**src/hw/rtl/pews_pkg.sv**
```systemverilog
// Shared types, command codes, register indexes and saturation helper for the particle core.
`default_nettype none

package pews_pkg;

   // Command codes carried by each input item
   localparam logic [2:0] CMD_LOAD_POS = 3'd0;
   localparam logic [2:0] CMD_LOAD_VEL = 3'd1;
   localparam logic [2:0] CMD_ACCEL    = 3'd2;
   localparam logic [2:0] CMD_FORCE    = 3'd3;
   localparam logic [2:0] CMD_MOVE     = 3'd4;
   localparam logic [2:0] CMD_WALL     = 3'd5;

   // Configuration register indexes (byte address is 4 * index)
   localparam logic [2:0] REG_MASS_RECIP = 3'd0;
   localparam logic [2:0] REG_ELASTICITY = 3'd1;
   localparam logic [2:0] REG_SIZE       = 3'd2;
   localparam logic [2:0] REG_GRID_X     = 3'd3;
   localparam logic [2:0] REG_GRID_Y     = 3'd4;
   localparam logic [2:0] REG_GRID_Z     = 3'd5;

   localparam int NUM_AXES = 3;

   // Control from the sequencer to each axis lane
   typedef struct packed {
      logic [2:0] cmd;
      logic       force_on;
      logic       mul_en;
      logic       upd_en;
      logic       cell_en;
   } lane_ctrl_type;

   // Per-axis configuration seen by a lane
   typedef struct packed {
      logic [16:0] elasticity;
      logic [30:0] size;
      logic [14:0] grid;
   } lane_cfg_type;

   // Per-axis state presented to the merge stage
   typedef struct packed {
      logic signed [31:0] pos;
      logic signed [31:0] vel;
      logic signed [15:0] cell_idx;
   } lane_res_type;

   // Clamp a wide signed sum to 32 bit signed
   function automatic logic signed [31:0] sat32(input logic signed [49:0] x);
      logic signed [31:0] r;
      if (!x[49] && (|x[48:31])) begin
         r = 32'sh7fff_ffff;
      end else if (x[49] && !(&x[48:31])) begin
         r = 32'sh8000_0000;
      end else begin
         r = x[31:0];
      end
      return r;
   endfunction

endpackage

`default_nettype wire

```
**src/hw/rtl/pews_merge.sv**
```systemverilog
// Merge stage: gathers the three lane states into the held result register.
`default_nettype none

module pews_merge (
   input  wire                         clock,
   input  wire                         reset,
   input  wire                         load,
   input  wire pews_pkg::lane_res_type lane_res [3],
   input  wire                         rsp_stall,
   output logic                        rsp_valid,
   output pews_pkg::lane_res_type      rsp_res [3],
   output logic                        free
);
   import pews_pkg::*;

   logic         valid_ff;
   lane_res_type res_ff [NUM_AXES];

   // Output register is free when empty or its transfer completes now
   assign free = !valid_ff || !rsp_stall;

   // Track result valid
   always_ff @(posedge clock) begin
      if (reset) begin
         valid_ff <= 1'b0;
      end else if (load) begin
         valid_ff <= 1'b1;
      end else if (!rsp_stall) begin
         valid_ff <= 1'b0;
      end
   end

   // Capture all lanes together
   always_ff @(posedge clock) begin
      if (load) begin
         for (int k = 0; k < NUM_AXES; k++) begin
            res_ff[k] <= lane_res[k];
         end
      end
   end

   assign rsp_valid = valid_ff;
   assign rsp_res   = res_ff;

endmodule

`default_nettype wire

```
**config.mk**
```make
export PLATFORM = sky130hd
export DESIGN_NAME = pews_merge
export DESIGN_NICKNAME = d
export VERILOG_FILES = /design/src/hw/rtl/pews_pkg.sv /design/src/hw/rtl/pews_merge.sv
export SDC_FILE = /design/constraint.sdc
export NUM_CORES = 1
export LEC_CHECK = 0
export ABC_AREA = 1
export BUFFER_PORTS_ARGS = -buffer_cell sky130_fd_sc_hd__buf_4
export CORE_AREA = 2 2 190 192
export DETAILED_ROUTE_END_ITERATION = 8
export DIE_AREA = 0 0 192 194
export HOLD_SLACK_MARGIN = 0.03
export PLACE_DENSITY = 0.54
export SLEW_MARGIN = 20
export SYNTH_ARGS = -nofsm -noshare
export SYNTH_HDL_FRONTEND = slang
export SYNTH_SLANG_ARGS = --single-unit
```
**constraint.sdc**
```tcl
create_clock -name clock -period 1.77 [get_ports clock]
set_clock_uncertainty 0.15 [all_clocks]
set_input_delay 0.0885 -clock clock [delete_from_list [all_inputs] [get_ports clock]]
set_output_delay 0.0885 -clock clock [all_outputs]
set_load 0.03 [all_outputs]
```
-- After elaboration in Yosys (flattened, before gate mapping)
Cells that the tools add are included.
- bits in registers: 241
- input bits: 244
- output and inout port bits: 242
- eq/ne operators: 1
- mux-type cells: 2
- reduce and logical (&&, ||, !) cells: 3
- operators with widths (cell ; count):
    $logic_not A1 Y1 ; 2
    $mux W1 ; 2
    $ne A2 B2 Y1 const B ; 1
    $logic_or A1 B1 Y1 ; 1

-- Longest topological paths before layout
- depth after elaboration: 2
- gate-level depth with buffers: 2
- gate-level depth less buffers: 2

-- Least setup slack after synthesis
No wires, ideal clock.
- path type: register -> register
- start: reg, netlist name rsp_valid
- end: reg valid_ff (netlist: rsp_valid)
- library setup time: 0.066 ns
- arrival: 0.848 ns
- slack: 0.706 ns
- stages on the path, launching flop included: 3
- buffers on the path: 0
- clock period less this slack: 1.064 ns
- cells stage by stage: dfxtp_1 > nand2_2 > a21oi_2
- RTL lines (item ; line ; RTL):
    to (signal assigned) ; pews_merge.sv:25 ; valid_ff <= 1'b0;
    to (signal assigned) ; pews_merge.sv:27 ; valid_ff <= 1'b1;
    to (signal assigned) ; pews_merge.sv:29 ; valid_ff <= 1'b0;
    to (decl) ; pews_merge.sv:16 ; logic valid_ff;

-- Worst setup path after layout
- start: in load
- end: reg valid_ff (netlist: rsp_valid)
- longest elaborated chain between the ends: 1
- elaborated cells on any way between the ends: 2
- those cells by class: eq/ne (1); mux (1)
- ends and longest elaborated chain (item ; line ; RTL):
    from (decl) ; pews_merge.sv:7 ; input wire load,
    $ne A2 B2 Y1 (no source line) / $mux W1 (equally long branches) ; - ;
Parallel ways exist; a longest one is shown, timed or not.
A chain may end at the register's enable or synchronous reset.

==> metrics.cfg <==
[routing]
via_per_inst=3.69
remaining_drc_errors=0
routed_wire_length_per_instance_um=17.0
drt-total-wl_mm=25.3
vias=5508
drt-initial-drc-count=189
detail-route-antenna-nets=0
dr.pass1.iters=4

[floorplanning]
die_h_um=194
core_area_sq_um=35200
rows=69
die_w_um=192
initial_core_util_pct=20.6
ios=486
fp.dieArea_sq_um=37200

[timing]
min_period_over_period_pct=96.0
max_freq_mhz=588
slew_headroom_pct=75.6
setup_viol=0
drv_slew=0
finalSetupTns_ns=0
rsz0062_at_grt=no
hold_viol=0
finalCriticalPeriod_ns=1.70
tightest_slew_ns=0.366

[pwr]
power_density_nw_per_um2=1040
power.leakage_nw=6.25
peakVddDrop_v=0.000731
power_mw=15.6

[synth]
synthTopCellsByCount=edfxtp_1 (240), a21oi_2 (1), dfxtp_1 (1), inv_1 (1), nand2_2 (1)
synth_most_common_cell=edfxtp_1
synth_top_family_by_area=compound AO/OA/AOI/OAI gates
synth_compound_area_share_pct=0.121
synth_area_leaders=edfxtp_1 (99%), dfxtp_1 (0.28%), a21oi_2 (0.12%), nand2_2 (0.086%), inv_1 (0.052%)
synth_top_area_share_pct=99.5
synth-edff-count=240
synth_fp_nets=488
synthSimpleGateAreaFrac_pct=0.0863
yosysUniqueCellTypes=5
yosysSeqAreaShare_pct=99.7
yosysWarnings=0
synthFlopType=edfxtp_1
synth_area_sq_um=7250
syn_avg_cell_area_sq_um=29.7
synthMuxAreaShare_pct=0
synth-seq-cells=241
synthXorXnorAreaFrac_pct=0
async_reset_ff_share_pct=0
syn_inst=244
yosys.area_share.adder_pct=0
synth_top_cell_by_area=edfxtp_1

[placed_design]
globalplace.congestion=0.765
portBuffers=485
hpwl_mm=17.4

[final_layout]
layout-drive-gt1-share_pct=51.9
final-seq-area_sq_um=7230
nets=1254
syn_to_final_growth_pct=107
nFillCells=3114
multi_input_area_sq_um=15.0
final_util_pct=42.6

[clocking]
path_clk_slew_ns=0.06
hold_buffers=243
cts_tree=yes
worstSkewPairLatency_ns=0.52
clockBufferDepth=3
root_buffer=clkbuf_16
post_cts_buffers=0
cts_sinks=241
cts_resized=0
htreeDepth=1
cts_made_buffers=26

[critical_path]
startpoint_type=input port
cp.arrival_ns=2.02
critPathKind=in -> reg
cp-end-kind=flip-flop
crit_fanout=32
critical_path_required_ns=2.09

[global_routing]
grt_pass1_vias=6086
grt.overflow.total=0
grt_max_degree=36
grt_pass1_wl_mm=35.7
grt_usage_pct=12.8
antenna_found_initial=2

[job]
maxCapViolations=0

[status]
status=finished, final reports clean

[min_path]
hold_path.class=in -> reg

layout make-up:
type                    count  share of cell area [%]
diodes                      2                  0.0334
clock buffers              29                    4.56
repair buffers            738                    41.5
multi-input cells           2                   0.100
clock inverters            19                    1.74
well taps                 461                    3.85
inverters                   1                  0.0250
flip-flops and latches    241                    48.2
path summary, 6_finish.rpt:
check | slack (ns) | cells after the start | startpoint | end
hold reg to reg | 0.91 | 3 | rsp_valid$_SDFFE_PP0P_ | rsp_valid$_SDFFE_PP0P_
setup / recovery | 0.07 | 6 | load | rsp_valid$_SDFFE_PP0P_
hold / removal | 0.12 | 2 | lane_res[113] | rsp_res[113]$_DFFE_PP_
setup reg to reg | 0.47 | 3 | rsp_valid$_SDFFE_PP0P_ | rsp_valid$_SDFFE_PP0P_
sequential cells by signal (all words and copies together) (netlist names):
name and cells:
rsp_res 240, rsp_valid 1
cell usage in the layout (no fill, tap or decap), drive strengths merged:
cell type and n:
dlygate4sd3 243, edfxtp 240, bufinv 7, inv 1
a21oi 1, buf 495, diode 2, dfxtp 1
clkbuf 29, clkinv 12, nand2 1
critical path: stages:
cell           delay (ns)
dlygate4sd3_1        0.56
buf_8                0.32
buf_12               0.25
inv_1                0.08
a21oi_2              0.13
dlygate4sd3_1        0.54
power breakdown:
| part | internal (mW) | total [mW] | switching, mW |
|---|---|---|---|
| logic | 1.24 | 2.67 | 1.43 |
| clock network | 3.77 | 5.99 | 2.21 |
| registers | 6.78 | 6.93 | 0.143 |
| total | 11.8 | 15.6 | 3.78 |
metrics by stage:
stage / std cells / setup WS [ns] / hold slack [ns] / area, sq um
floorplan: 244 / 0.706 / 0.000945 / 7250
global placement: 1200 / 0.592 / 0.101 / 11600
detailed placement: 1200 / 0.584 / 0.0953 / 11600
CTS: 1491 / 0.0933 / 0.0917 / 15000
global route: 1492 / 0.0181 / 0.0911 / 15000
finish: 1493 / 0.0700 / 0.118 / 15000
kinds of logic after synthesis:
group,Yosys count
AOI/OAI and AO/OA,1
and+or+nand+nor,1
DFF,241
buffers and inverters,1
layer usage:
layer / track usage, % / vias to the layer above / routed length [um]
met5: 0 / - / 0
met4: 4.44 / 0 / 634
met3: 4.58 / 40 / 2540
met2: 23.6 / 288 / 13200
met1: 13.4 / 2640 / 8930
li1: - / 2540 / -
Power figures use the tool's default switching activity.
